File: src/hw/rtl/urm_pkg.sv
// Shared types and constants for the ultrasonic ranging block.
package urm_pkg;

    localparam int BURST_SAMPLES = 5;
    localparam int COUNT_BITS    = 16;
    localparam int US_PER_CM     = 58;

    localparam int TRIG_W    = 10;
    localparam int GAP_W     = 18;
    localparam int CFG_W     = 18;
    localparam int CFG_IDX_W = 1;
    localparam int CM_W      = 11;
    localparam int IN_W      = 8;
    localparam int OUT_W     = 16;

    localparam logic [CFG_IDX_W-1:0] REG_TRIGGER_WIDTH = CFG_IDX_W'(0);
    localparam logic [CFG_IDX_W-1:0] REG_SAMPLE_GAP    = CFG_IDX_W'(1);

    localparam logic [TRIG_W-1:0]     TRIG_RESET = TRIG_W'(10);
    localparam logic [GAP_W-1:0]      GAP_RESET  = GAP_W'(200000);
    localparam logic [COUNT_BITS-1:0] COUNT_MAX  = {COUNT_BITS{1'b1}};
    localparam logic [CM_W-1:0]       CM_MAX     = CM_W'(2047);

    localparam int TAKEN_W = $clog2(BURST_SAMPLES + 1);
    localparam int RANK_W  = $clog2(BURST_SAMPLES);
    localparam logic [RANK_W-1:0]  MEDIAN_RANK = RANK_W'(BURST_SAMPLES / 2);
    localparam logic [TAKEN_W-1:0] BURST_LAST  = TAKEN_W'(BURST_SAMPLES);

    // x / US_PER_CM == (x * RECIP) >> DIV_SHIFT for every x below 2^COUNT_BITS
    localparam int DIV_SHIFT = COUNT_BITS + 8;
    localparam int RECIP_W   = COUNT_BITS + 9;
    localparam int PROD_W    = COUNT_BITS + RECIP_W;
    localparam int Q_W       = PROD_W - DIV_SHIFT;
    localparam logic [RECIP_W-1:0] RECIP =
        RECIP_W'(((64'd1 << DIV_SHIFT) + US_PER_CM - 1) / US_PER_CM);

    typedef logic [COUNT_BITS-1:0] width_t;
    typedef width_t [BURST_SAMPLES-1:0] width_set_t;

    typedef enum logic [2:0] {
        PH_IDLE,
        PH_TRIG,
        PH_WAIT,
        PH_COUNT,
        PH_GAP
    } phase_t;

    typedef struct packed {
        logic trig;
        logic busy;
        logic done;
    } flags_t;

endpackage

File: src/hw/rtl/ultrasonic_range_median.sv
// Top level of the ultrasonic ranging block with median-of-burst result.
//
// Usage:
//  - Slave stream: one item per microsecond tick of the pin sampler.
//    s_tdata[0] start_req, s_tdata[1] echo_level. A start while idle opens a
//    burst of five measurements: trigger pulse, wait for echo, count echo
//    width (saturating), then the programmed gap.
//  - Master stream: exactly one item per input item, in order.
//    m_tdata carries trigger_out, busy_res and median_cm; m_tuser carries
//    done_res, high on the tick where the last echo of the burst falls.
//    median_cm is the median width / 58 on that tick and zero otherwise.
//  - Config port: cfg_we writes cfg_wdata to register cfg_addr
//    (0 trigger width, 1 gap). Write only while no items are in flight.
//  - Pipeline: five register stages; an accepted item passes through each in
//    order before it shows on m_tvalid. Throughput one item per cycle while
//    m_tready is high, set by the sequencer update in stage two.
//  - Stall: each stage holds while the one after it is full and stuck, so
//    bubbles are squeezed out and s_tready drops only once all stages fill.
//  - Reset: sequencer idle, registers at trigger width 10 and gap 200000,
//    pipeline empty.
module ultrasonic_range_median (
    input  logic                          clk,
    input  logic                          rst_n,
    input  logic                          s_tvalid,
    output logic                          s_tready,
    input  logic [urm_pkg::IN_W-1:0]      s_tdata,   // [0] start_req, [1] echo_level
    output logic                          m_tvalid,
    input  logic                          m_tready,
    output logic [urm_pkg::OUT_W-1:0]     m_tdata,   // [0] trigger_out, [1] busy_res,
                                                     // [12:2] median_cm
    output logic [0:0]                    m_tuser,   // [0] done_res
    input  logic                          cfg_we,
    input  logic [urm_pkg::CFG_IDX_W-1:0] cfg_addr,
    input  logic [urm_pkg::CFG_W-1:0]     cfg_wdata
);

    // stage valids
    logic v1_reg, v2_reg, v3_reg, v4_reg, v5_reg;
    logic rdy1, rdy2, rdy3, rdy4, rdy5;

    // stage 1: input register
    logic                            start_reg;
    logic                            echo_reg;
    // stage 2: sequencer flags
    urm_pkg::flags_t                 s2_flags_reg;
    urm_pkg::flags_t                 ctrl_flags;
    urm_pkg::width_set_t             widths;
    // stage 3: median
    urm_pkg::flags_t                 s3_flags_reg;
    urm_pkg::width_t                 median_reg, median_next;
    // stage 4: reciprocal product
    urm_pkg::flags_t                 s4_flags_reg;
    logic [urm_pkg::PROD_W-1:0]      prod_reg, prod_next;
    // stage 5: result
    urm_pkg::flags_t                 s5_flags_reg;
    logic [urm_pkg::CM_W-1:0]        cm_reg, cm_next;
    logic [urm_pkg::Q_W-1:0]         quot;

    // a stage takes a new item when empty or when its item moves on
    assign rdy5     = !v5_reg || m_tready;
    assign rdy4     = !v4_reg || rdy5;
    assign rdy3     = !v3_reg || rdy4;
    assign rdy2     = !v2_reg || rdy3;
    assign rdy1     = !v1_reg || rdy2;
    assign s_tready = rdy1;

    always_ff @(posedge clk or negedge rst_n)
    begin
        if (!rst_n)
        begin
            v1_reg <= 1'b0;
            v2_reg <= 1'b0;
            v3_reg <= 1'b0;
            v4_reg <= 1'b0;
            v5_reg <= 1'b0;
        end
        else
        begin
            if (rdy1) v1_reg <= s_tvalid;
            if (rdy2) v2_reg <= v1_reg;
            if (rdy3) v3_reg <= v2_reg;
            if (rdy4) v4_reg <= v3_reg;
            if (rdy5) v5_reg <= v4_reg;
        end
    end

    // sequencer advances once per item, as the item leaves stage 1
    urm_ctrl u_ctrl (
        .clk        (clk),
        .rst_n      (rst_n),
        .cfg_we     (cfg_we),
        .cfg_addr   (cfg_addr),
        .cfg_wdata  (cfg_wdata),
        .step       (v1_reg && rdy2),
        .start_req  (start_reg),
        .echo_level (echo_reg),
        .flags      (ctrl_flags),
        .widths     (widths)
    );

    // store is stable while the item that finished the burst sits in stage 2
    urm_median u_median (
        .widths (widths),
        .median (median_next)
    );

    assign prod_next = urm_pkg::PROD_W'(median_reg) * urm_pkg::PROD_W'(urm_pkg::RECIP);
    assign quot      = prod_reg[urm_pkg::PROD_W-1:urm_pkg::DIV_SHIFT];

    always_comb
    begin
        cm_next = '0;
        if (s4_flags_reg.done)
        begin
            if (quot > urm_pkg::Q_W'(urm_pkg::CM_MAX))
            begin
                cm_next = urm_pkg::CM_MAX;
            end
            else
            begin
                cm_next = quot[urm_pkg::CM_W-1:0];
            end
        end
    end

    // payload registers
    always_ff @(posedge clk)
    begin
        if (rdy1)
        begin
            start_reg <= s_tdata[0];
            echo_reg  <= s_tdata[1];
        end
        if (rdy2)
        begin
            s2_flags_reg <= ctrl_flags;
        end
        if (rdy3)
        begin
            s3_flags_reg <= s2_flags_reg;
            median_reg   <= median_next;
        end
        if (rdy4)
        begin
            s4_flags_reg <= s3_flags_reg;
            prod_reg     <= prod_next;
        end
        if (rdy5)
        begin
            s5_flags_reg <= s4_flags_reg;
            cm_reg       <= cm_next;
        end
    end

    assign m_tvalid = v5_reg;
    assign m_tdata  = {(urm_pkg::OUT_W - urm_pkg::CM_W - 2)'(0), cm_reg,
                       s5_flags_reg.busy, s5_flags_reg.trig};
    assign m_tuser  = s5_flags_reg.done;

endmodule

File: src/hw/rtl/urm_ctrl.sv
// Measurement sequencer: phase, timers, echo counter and width store.
module urm_ctrl (
    input  logic                             clk,
    input  logic                             rst_n,
    input  logic                             cfg_we,
    input  logic [urm_pkg::CFG_IDX_W-1:0]    cfg_addr,
    input  logic [urm_pkg::CFG_W-1:0]        cfg_wdata,
    input  logic                             step,
    input  logic                             start_req,
    input  logic                             echo_level,
    output urm_pkg::flags_t                  flags,
    output urm_pkg::width_set_t              widths
);

    urm_pkg::phase_t                   phase_reg, phase_next, cur_phase;
    logic [urm_pkg::GAP_W-1:0]         timer_reg, timer_next, cur_timer, timer_inc;
    logic [urm_pkg::COUNT_BITS-1:0]    count_reg, count_next;
    logic [urm_pkg::TAKEN_W-1:0]       taken_reg, taken_next, cur_taken, taken_inc;
    logic [urm_pkg::TRIG_W-1:0]        trig_width_reg;
    logic [urm_pkg::GAP_W-1:0]         gap_reg;
    urm_pkg::width_set_t               store_reg;
    logic                              start_now;
    logic                              last_sample;
    logic                              store_we;

    // a start seen while idle turns this tick into the first trigger tick
    assign start_now   = (phase_reg == urm_pkg::PH_IDLE) && start_req;
    assign cur_phase   = start_now ? urm_pkg::PH_TRIG : phase_reg;
    assign cur_timer   = start_now ? '0 : timer_reg;
    assign cur_taken   = start_now ? '0 : taken_reg;
    assign timer_inc   = cur_timer + urm_pkg::GAP_W'(1);
    assign taken_inc   = cur_taken + urm_pkg::TAKEN_W'(1);
    assign last_sample = taken_inc >= urm_pkg::BURST_LAST;

    // next state
    always_comb
    begin
        phase_next = cur_phase;
        timer_next = cur_timer;
        count_next = count_reg;
        taken_next = cur_taken;
        store_we   = 1'b0;
        case (cur_phase)
            urm_pkg::PH_IDLE:
            begin
            end
            urm_pkg::PH_TRIG:
            begin
                timer_next = timer_inc;
                if (timer_inc >= urm_pkg::GAP_W'(trig_width_reg))
                begin
                    phase_next = urm_pkg::PH_WAIT;
                end
            end
            urm_pkg::PH_WAIT:
            begin
                if (echo_level)
                begin
                    count_next = urm_pkg::COUNT_BITS'(1);
                    phase_next = urm_pkg::PH_COUNT;
                end
            end
            urm_pkg::PH_COUNT:
            begin
                if (echo_level)
                begin
                    if (count_reg < urm_pkg::COUNT_MAX)
                    begin
                        count_next = count_reg + urm_pkg::COUNT_BITS'(1);
                    end
                end
                else
                begin
                    store_we   = cur_taken < urm_pkg::BURST_LAST;
                    taken_next = taken_inc;
                    timer_next = '0;
                    if (gap_reg != '0)
                    begin
                        phase_next = urm_pkg::PH_GAP;
                    end
                    else if (last_sample)
                    begin
                        phase_next = urm_pkg::PH_IDLE;
                    end
                    else
                    begin
                        phase_next = urm_pkg::PH_TRIG;
                    end
                end
            end
            urm_pkg::PH_GAP:
            begin
                timer_next = timer_inc;
                if (timer_inc >= gap_reg)
                begin
                    timer_next = '0;
                    if (cur_taken >= urm_pkg::BURST_LAST)
                    begin
                        phase_next = urm_pkg::PH_IDLE;
                    end
                    else
                    begin
                        phase_next = urm_pkg::PH_TRIG;
                    end
                end
            end
            default:
            begin
                phase_next = urm_pkg::PH_IDLE;
                timer_next = '0;
            end
        endcase
    end

    // per-tick flags
    always_comb
    begin
        flags.trig = cur_phase == urm_pkg::PH_TRIG;
        flags.busy = !((phase_reg == urm_pkg::PH_IDLE) && !start_req);
        flags.done = (cur_phase == urm_pkg::PH_COUNT) && !echo_level && last_sample;
    end

    always_ff @(posedge clk or negedge rst_n)
    begin
        if (!rst_n)
        begin
            phase_reg <= urm_pkg::PH_IDLE;
            timer_reg <= '0;
            count_reg <= '0;
            taken_reg <= '0;
        end
        else if (step)
        begin
            phase_reg <= phase_next;
            timer_reg <= timer_next;
            count_reg <= count_next;
            taken_reg <= taken_next;
        end
    end

    always_ff @(posedge clk or negedge rst_n)
    begin
        if (!rst_n)
        begin
            trig_width_reg <= urm_pkg::TRIG_RESET;
            gap_reg        <= urm_pkg::GAP_RESET;
        end
        else if (cfg_we)
        begin
            case (cfg_addr)
                urm_pkg::REG_TRIGGER_WIDTH: trig_width_reg <= cfg_wdata[urm_pkg::TRIG_W-1:0];
                urm_pkg::REG_SAMPLE_GAP:    gap_reg        <= cfg_wdata[urm_pkg::GAP_W-1:0];
                default:
                begin
                end
            endcase
        end
    end

    // width store: only read after a full burst has been written
    always_ff @(posedge clk)
    begin
        for (int i = 0; i < urm_pkg::BURST_SAMPLES; i++)
        begin
            if (step && store_we && (cur_taken == urm_pkg::TAKEN_W'(i)))
            begin
                store_reg[i] <= count_reg;
            end
        end
    end

    assign widths = store_reg;

endmodule

File: src/hw/rtl/urm_median.sv
// Median select over the stored widths by stable rank.
module urm_median (
    input  urm_pkg::width_set_t widths,
    output urm_pkg::width_t     median
);

    // stable rank: smaller values, plus equal values at lower index
    always_comb
    begin
        logic [urm_pkg::RANK_W-1:0] rank;
        median = '0;
        for (int i = 0; i < urm_pkg::BURST_SAMPLES; i++)
        begin
            rank = '0;
            for (int j = 0; j < urm_pkg::BURST_SAMPLES; j++)
            begin
                if ((widths[j] < widths[i]) || ((j < i) && (widths[j] == widths[i])))
                begin
                    rank = rank + urm_pkg::RANK_W'(1);
                end
            end
            if (rank == urm_pkg::MEDIAN_RANK)
            begin
                median = widths[i];
            end
        end
    end

endmodule

File: config.mk
export PLATFORM = sky130hd
export DESIGN_NAME = ultrasonic_range_median
export DESIGN_NICKNAME = d
export VERILOG_FILES = /design/src/hw/rtl/urm_pkg.sv /design/src/hw/rtl/ultrasonic_range_median.sv /design/src/hw/rtl/urm_ctrl.sv /design/src/hw/rtl/urm_median.sv
export SDC_FILE = /design/constraint.sdc
export NUM_CORES = 1
export LEC_CHECK = 0
export ABC_AREA = 1
export BUFFER_PORTS_ARGS = -buffer_cell sky130_fd_sc_hd__buf_2
export CAP_MARGIN = 20
export CORE_ASPECT_RATIO = 0.75
export CORE_MARGIN = 2
export CORE_UTILIZATION = 50
export CTS_CLUSTER_SIZE = 16
export DETAILED_ROUTE_END_ITERATION = 10
export PLACE_DENSITY = 0.66
export SYNTH_ARGS = -nofsm -noshare
export SYNTH_HDL_FRONTEND = slang
export SYNTH_HIERARCHICAL = 1
export SYNTH_SLANG_ARGS = --single-unit
File: constraint.sdc
create_clock -name clk -period 12 [get_ports clk]
set_input_delay 1.2 -clock clk [delete_from_list [all_inputs] [get_ports clk]]
set_output_delay 1.2 -clock clk [all_outputs]
set_load 0.02 [all_outputs]
==> flow_summary.toml, run 1 <==
[run_status]
status = "completed"

[finish]
multi_input_area_um2 = 13000
layout.nets = 3205
regArea_um2 = 5800
antenna_cells = 0
area_growth_pct = 7.18
final_cells = 3300
drive_gt1_share_pct = 6.48
fillers = 3913
largest_reg_flops = 80
fin_util_pct = 54.2

[routing]
wirelength_mm = 53.4
viasPerCell = 5.21
drc_errors = 0
firstDrtPassIters = 7
wl_per_cell_um = 16.2
ant_nets = 0
drtIter0Drc = 1583
vias = 17200

[critical_path]
crit_top_cell = "inv_1"
critical_path_cell_count = 22
crit_chain = "inv_1 > fa_1 > fa_1 > inv_1 > fa_1 > inv_1 > fa_1 > inv_1 > fa_1 > inv_1 > fa_1 > inv_1 > ha_1 > nand2_1 > inv_1 > nand2_1 > nand3_1 > nand3b_1 > nand2_1 > nand2_1 > nand2_1 > nand2_1"
crit_family = "adder cells"
slowest_stage = "edfxtp_1"
cp.required_ns = 12.28
end_kind = "flip-flop"
crit_fanout = 6
r2r_cells = 22
crit_path_start_kind = "flip-flop"
crit_buf_inv = 7
ff2ff_setup_slack_ns = 6.24
slowest_delay_ns = 0.63
cp_data_arrival_time_ns = 6.03
path_class = "flip-flop to flip-flop"

[sta]
post-route-period-util_pct = 48.0
finalSetupViolCount = 0
rsz0062_at_grt = "no"
finalSetupTns_ns = 0
finalHoldViolCount = 0
clock.fmax_ghz = 0.174
worst_clock_skew_ns = 0.0295
fin_crit_ns = 5.76
slew_violations = 0
setup_ws_ns = 6.24
worst_pin_slew_ns = 1.13
max_slew_margin_pct = 24.3

[floorplan]
dieWidth_um = 242
floorplan.die_area_um2 = 44000
ios = 51
core_area_um2 = 41900
rows = 65
initial_core_util_pct = 50.5
fp.dieH_um = 182

[place]
gp_congestion = 0.930
io_buffers = 41
placedCellCount = 3259
place_ws_ns = 5.94
hpwlAfterDp_mm = 43.9

[logic_synthesis]
syn_area_per_cell_um2 = 7.91
yosysUniqueCellTypes = 54
async_flop_share_pct = 35.6
synth_area_um2 = 21200
synth-seq-area-share_pct = 27.4
ys.flop_type = "edfxtp_1"
ys_ff_latch = 205
yosysWarnings = 6
synth_edf_count = 132
syn_inst = 2674

[global_route]
grt_pass1_vias = 16900
met2_usage_pct = 39.0
antenna_found_initial = 0
overflow = 0
met3_usage_pct = 3.16
busiest_layer = "met2"
grt_use_met1_pct = 36.8
grt_use_total_pct = 24.9
grt_max_degree = 74
grt_pass1_wl_mm = 87.4

[clock_network]
h-tree-depth = 1
cts_root_buffer = "clkbuf_16"
clock_path_buffers = 3
cts_buffers = 23
holdBufCountCts = 0
clkTransAtPathRegs_ns = 0.06
cts_resized = 0
cts_setup_buffers = 0
clock_sinks = 205
cts_tree = "done"
clk_latency_ns = 0.55

[min_path]
min_path_cells = 0
worstHoldPathType = "flip-flop to flip-flop"

[job]
maxCapViolCount = 0
## metal layers
metal	wire length, um	part of all wire, %
met1	25500	48
met2	22600	42
met3	4250	8.0
met4	1060	2.0
met5	0	0
## final cells by class
| class | instances | share of cell area (%) |
|---|---|---|
| clock buffer | 31 | 2.81 |
| sequential | 205 | 25.6 |
| clock inverter | 10 | 0.480 |
| multi-input combinational | 1847 | 57.1 |
| timing repair buffer | 46 | 1.08 |
| tap | 569 | 3.14 |
| inverter | 592 | 9.81 |
## stage by stage
step | area (um^2) | hold slack, ns
floorplan | 21200 | 0.400
global placement | 21900 | 0.406
detailed placement | 21900 | 0.408
CTS | 22700 | 0.422
global route | 22700 | 0.430
finish | 22700 | 0.419
## cell usage in the layout (no fill, tap or decap), types with 19 or more instances in the layout
cell type / instances
a21oi_1: 132
buf_2: 40
clkbuf_16: 24
dfrtp_1: 65
edfxtp_1: 132
fa_1: 106
ha_1: 352
inv_1: 571
nand2_1: 670
nand3_1: 140
nand4_1: 46
nor2_1: 161
nor2_2: 19
nor3_1: 21
o21ai_0: 68
## cells by family after synthesis
logic type	count (synthesis)	share of synthesized area, %
AND/OR/NAND/NOR	1120	23.1
buffers and inverters	624	11.5
adder cells (fa/ha/maj)	458	30.8
AO/OA/AOI/OAI	250	6.34
flip-flops	205	27.4
XOR/XNOR	16	0.786
other	1	0.0177
## Yosys cell counts (all sizes together), types with 6 or more instances
cell type    n  share of area [%]
a21oi      133                3.2
clkbuf      11               0.20
a31oi        6               0.18
buf         21               0.78
nand3      152                3.9
ha         352                 21
nand2      695                 13
inv        589                 10
nor3        27               0.76
xnor2        8               0.42
dfstp        8               0.99
dfrtp       65                7.7
nand4       46                1.4
edfxtp     132                 19
o21ai       86                2.1
o21a         7               0.25
xor2         8               0.37
fa         106                 10
nor2       182                3.5
o21bai       8               0.28
## worst paths after layout
path                                           start                                to
setup / recovery             median_reg[4]$_DFFE_PP_            prod_reg[29]$_DFFE_PP_
hold / removal             s2_flags_reg[2]$_DFFE_PP_         s3_flags_reg[2]$_DFFE_PP_
setup reg to reg             median_reg[4]$_DFFE_PP_            prod_reg[29]$_DFFE_PP_
hold reg to reg            s2_flags_reg[2]$_DFFE_PP_         s3_flags_reg[2]$_DFFE_PP_
max in group asynchronous                      rst_n  u_ctrl/count_reg[10]$_DFFE_PN0P_
min in group asynchronous                      rst_n    u_ctrl/gap_reg[15]$_DFFE_PN0P_
Power of run 1 is not shown: default switching activity piles up to over one toggle a cycle in this logic, so the estimate is an artifact.
==> run 2, diff against run 1 <==
PLACE_DENSITY = 0.69   (was 0.66)
clock period = 4.7 ns   (was 12 ns; I/O delays follow)
==> run 2 against run 1 <==
  * The flow now finishes with violations (negative setup slack)
  * Critical path depth fell by 3
  * Register-to-register slack got worse by 6.7 ns
  * Count of clock-buffer cells in the layout fell by 6
==> flow_summary.toml, run 2 (synthesis results as in run 1) <==
[critical_path]
crit_family = "adder cells"
path_class = "flip-flop to flip-flop"
slowest_delay_ns = 0.65
timing.rr.start = "median_reg[15]$_DFFE_PP_"
cp_data_arrival_time_ns = 5.41
ff2ff_setup_slack_ns = -0.41
slowest_stage = "fa_2"
crit_path_start_kind = "flip-flop"
cp.required_ns = 5.00
crit_chain = "fa_2 > inv_2 > fa_1 > inv_2 > fa_2 > fa_2 > fa_1 > inv_1 > fa_1 > inv_2 > ha_4 > a21oi_4 > o21ai_1 > a21oi_2 > nand2_2 > nand2_2 > nand2_1 > nand2_1 > nand2_1"
crit_buf_inv = 4
crit_fanout = 3
critical_path_cell_count = 19
r2r_cells = 19
end_kind = "flip-flop"
r2r_end = "prod_reg[32]$_DFFE_PP_"

[floorplan]
rows = 65
fp.dieH_um = 182
initial_core_util_pct = 50.5
core_area_um2 = 41900
ios = 51
floorplan.die_area_um2 = 44000
dieWidth_um = 242

[routing]
wl_per_cell_um = 17.0
vias = 18200
viasPerCell = 5.33
drc_errors = 0
drtIter0Drc = 1868
firstDrtPassIters = 6
wirelength_mm = 58.0
ant_nets = 0

[sta]
rsz0062_at_grt = "yes"
worst_clock_skew_ns = 0.0308
post-route-period-util_pct = 109
finalSetupTns_ns = -3.62
finalSetupViolCount = 11
fin_crit_ns = 5.11
max_slew_margin_pct = 33.3
slew_violations = 0
setup_ws_ns = -0.413
worst_pin_slew_ns = 0.998
finalHoldViolCount = 0
clock.fmax_ghz = 0.196

[finish]
largest_reg_flops = 80
layout.nets = 3309
antenna_cells = 0
multi_input_area_um2 = 13500
drive_gt1_share_pct = 14.1
area_growth_pct = 14.1
regArea_um2 = 5800
finalInstanceArea_um2 = 24100
final_cell_mix = "nand2_1, inv_1, ha_1, nor2_1, nand3_1"
fillers = 3706
final_common_cell = "nand2_1"

[place]
gp_congestion = 0.967
io_buffers = 41
post_dp_cell_area_um2 = 22800
hpwlAfterDp_mm = 46.8

[global_route]
grt_use_total_pct = 26.4
grt_pass1_wl_mm = 92.6
antenna_found_initial = 1
grt_pass1_vias = 17800
overflow = 0
grt_max_degree = 74

[clock_network]
holdBufCountCts = 0
cts_buffers = 24
cts_tree = "done"
clk_latency_ns = 0.57
clock_path_buffers = 3
clock_sinks = 205
h-tree-depth = 1
clkTransAtPathRegs_ns = 0.06
cts_root_buffer = "clkbuf_16"

[min_path]
worstHoldPathType = "primary input to async pin"

[run_status]
violations = "negative setup slack"
status = "finished with violations"

[job]
maxCapViolCount = 0
[run 2: changes by cell type in the layout (fill, tap and decap cells not counted), moves of 12 or more]
cell     change
inv_2       +17
inv_1       -17
nand2_2     +24
a21oi_1     -17
buf_4      +100
nor2_1      -12
ha_1        -16
nand2_1     -31
a21oi_2     +15
ha_4        +15
[run 2: worst max-delay path by stage]
stage               slack, ns                      from                endpoint
floorplan               -0.19   median_reg[9]$_DFFE_PP_  prod_reg[25]$_DFFE_PP_
global placement        -0.35   median_reg[6]$_DFFE_PP_  prod_reg[26]$_DFFE_PP_
detailed placement      -0.40   median_reg[6]$_DFFE_PP_  prod_reg[34]$_DFFE_PP_
CTS                     -0.31  median_reg[13]$_DFFE_PP_  prod_reg[30]$_DFFE_PP_
global route            -0.55  median_reg[11]$_DFFE_PP_  prod_reg[29]$_DFFE_PP_
finish                  -0.41  median_reg[15]$_DFFE_PP_  prod_reg[32]$_DFFE_PP_
[run 2: timing repair]
action	in CTS	in global routing
buffers inserted	3	6
endpoints found under the setup margin	11	11
gates resized for setup	48	50
pin swaps	31	37
gates cloned	0	0
[run 2: worst register-to-register path, cell delays in order (launching register included)]
cell and delay, ns:
edfxtp_1 0.43, fa_2 0.65, inv_2 0.05, fa_1 0.50
inv_2 0.05, fa_2 0.54, fa_2 0.44, fa_1 0.49
inv_1 0.05, fa_1 0.49, inv_2 0.05, ha_4 0.27
a21oi_4 0.17, o21ai_1 0.13, a21oi_2 0.16, nand2_2 0.11
nand2_2 0.09, nand2_1 0.05, nand2_1 0.07, nand2_1 0.06
[run 2: metal layers]
| layer | wire (um) | global-route usage [%] | vias up |
|---|---|---|---|
| li1 | - | - | 8760 |
| met1 | 26600 | 39.0 | 8591 |
| met2 | 24700 | 40.2 | 740 |
| met3 | 5440 | 4.47 | 80 |
| met4 | 1240 | 6.16 | 0 |
| met5 | 0 | 0 | - |
[run 2: per-stage QoR]
stage / setup WS [ns] / hold slack [ns] / cells / utilization, %
3_3_place_gp: -0.346 / 0.406 / 3353 / 54.4
4_1_cts: -0.312 / 0.0761 / 3400 / 57.1
5_1_grt: -0.549 / 0.0912 / 3406 / 57.6
2_1_floorplan: -0.194 / 0.174 / 2676 / -
3_5_place_dp: -0.402 / 0.408 / 3353 / 54.4
6_report: -0.413 / 0.0375 / 3406 / 57.6
[run 2: layout make-up]
| cell class | instances | area share (%) |
|---|---|---|
| clock buffer | 25 | 2.50 |
| inverter | 592 | 9.21 |
| clock inverter | 19 | 1.30 |
| sequential | 205 | 24.0 |
| timing repair buffer | 149 | 4.26 |
| multi-input combinational | 1847 | 55.7 |
| tap | 569 | 2.95 |
Power of run 2 is left out for the same reason.
==> run 3, diff against run 2 <==
HOLD_SLACK_MARGIN = 0.15   (was unset)
==> run 3 against run 2 <==
  * Via count grew 0.64%
  * Count of clock-buffer cells in the layout is the same
  * Highest routed layer unchanged
  * First-iteration DRC count grew 8.4%
  * Critical path depth grew 1
  * Flip-flop and latch count is the same
  * Final area grew 0.54%
  * Global-route usage grew 0.085 points
  * Sequential share of layout area shrank 0.13 points
  * The flow still finishes with violations (negative setup slack)
  * Largest cell class unchanged
==> flow_summary.toml, run 3 (synthesis results as in run 1) <==
[sta]
clock.fmax_ghz = 0.197
worst_pin_slew_ns = 1.01
setup_ws_ns = -0.384
fin_crit_ns = 5.08
slew_violations = 0
rsz0062_at_grt = "yes"
finalHoldViolCount = 0
post-route-period-util_pct = 108
whs_ns = 0.179
finalSetupViolCount = 11
max_slew_margin_pct = 32.3
worst_clock_skew_ns = 0.0222
finalSetupTns_ns = -3.45

[place]
gp_congestion = 0.967
hpwlAfterDp_mm = 46.8
io_buffers = 41
place_ws_ns = -0.402

[floorplan]
fp.dieH_um = 182
initial_core_util_pct = 50.5
rows = 65
dieWidth_um = 242
floorplan.die_area_um2 = 44000
core_area_um2 = 41900
ios = 51

[critical_path]
ff2ff_setup_slack_ns = -0.38
timing.rr.start = "median_reg[15]$_DFFE_PP_"
r2r_cells = 20
r2r_end = "prod_reg[30]$_DFFE_PP_"
cp.required_ns = 5.00
path_class = "flip-flop to flip-flop"
cp_data_arrival_time_ns = 5.39
critPathLaunch = "median_reg[15]$_DFFE_PP_"
crit_fanout = 3
crit_path_start_kind = "flip-flop"
end_kind = "flip-flop"

[clock_network]
cts_root_buffer = "clkbuf_16"
clock_path_buffers = 3
cts_tree = "done"
cts_buffers = 24
h-tree-depth = 1
clock_sinks = 205
clk_latency_ns = 0.56
clkTransAtPathRegs_ns = 0.07

[routing]
ant_nets = 0
wirelength_mm = 58.1
vias = 18300
drc_errors = 0
wl_per_cell_um = 17.0
drtIter0Drc = 2024
viasPerCell = 5.35
firstDrtPassIters = 7

[min_path]
hold_end = "u_ctrl/gap_reg[9]$_DFFE_PN0P_"
hold_path.startpoint = "cfg_wdata[9]"
worstHoldPathType = "primary input to flip-flop"
min_path_cells = 3

[finish]
layout.nets = 3322
multi_input_area_um2 = 13500
drive_gt1_share_pct = 14.0
final_common_cell = "nand2_1"
area_growth_pct = 14.7
antenna_cells = 0
largest_reg_flops = 80
final_cell_mix = "nand2_1, inv_1, ha_1, nor2_1, nand3_1"
regArea_um2 = 5800
fillers = 3693

[global_route]
overflow = 0
grt_use_total_pct = 26.4
antenna_found_initial = 1
grt_pass1_wl_mm = 92.9
grt_max_degree = 74
grt_pass1_vias = 17800

[run_status]
violations = "negative setup slack"
status = "finished with violations"

[job]
maxCapViolCount = 0
==> run 3: cell count changes in the layout (fill, tap and decap cells not counted) <==
cell / change
dlygate4sd3_1: +13
==> run 3: cell type report <==
type	count	share of cell area, %
repair buffers	162	4.78
clock inverters	19	1.29
multi-input cells	1847	55.4
clock buffers	25	2.49
well taps	569	2.93
inverters	592	9.16
flip-flops and latches	205	23.9
==> run 3: how the worst max path moves through the flow <==
stage                                   to  slack [ns]  cells past startpoint
global placement    prod_reg[26]$_DFFE_PP_       -0.35                     19
CTS                 prod_reg[30]$_DFFE_PP_       -0.31                     20
detailed placement  prod_reg[34]$_DFFE_PP_       -0.40                     19
global route        prod_reg[29]$_DFFE_PP_       -0.55                     20
finish              prod_reg[30]$_DFFE_PP_       -0.38                     20
floorplan           prod_reg[25]$_DFFE_PP_       -0.19                     20
==> run 3: what timing repair did <==
| item | CTS | global route |
|---|---|---|
| buffers inserted | 3 | 6 |
| endpoints found under the hold margin | 77 | 0 |
| resized for setup | 48 | 50 |
| pin swaps | 31 | 37 |
| hold buffers | 13 | 0 |
| setup endpoints to repair | 11 | 11 |
==> run 3: stage by stage <==
| stage | area (um^2) | cells | util, % |
|---|---|---|---|
| floorplan | 21300 | 2676 | - |
| global placement | 22800 | 3353 | 54.4 |
| detailed placement | 22800 | 3353 | 54.4 |
| CTS | 24000 | 3413 | 57.4 |
| global route | 24300 | 3419 | 58.0 |
| finish | 24300 | 3419 | 58.0 |
==> run 3: worst max-delay path, stage by stage (launching register included) <==
cell      delay [ns]
edfxtp_1        0.43
fa_2            0.65
inv_2           0.05
fa_1            0.50
inv_2           0.05
fa_2            0.54
fa_2            0.44
fa_1            0.49
inv_1           0.05
fa_1            0.49
inv_2           0.05
ha_4            0.27
a21oi_4         0.16
o21ai_2         0.10
buf_4           0.14
nand2_2         0.05
nand2_2         0.05
a21oi_2         0.15
nand2_1         0.07
nand2_1         0.05
nand2_1         0.05
==> run 3: per-layer routing <==
metal / track usage, % / wire (um)
met1: 38.9 / 26700
met5: 0 / 0
met3: 4.49 / 5370
met4: 6.16 / 1260
met2: 40.6 / 24800
Power of run 3 is left out for the same reason.
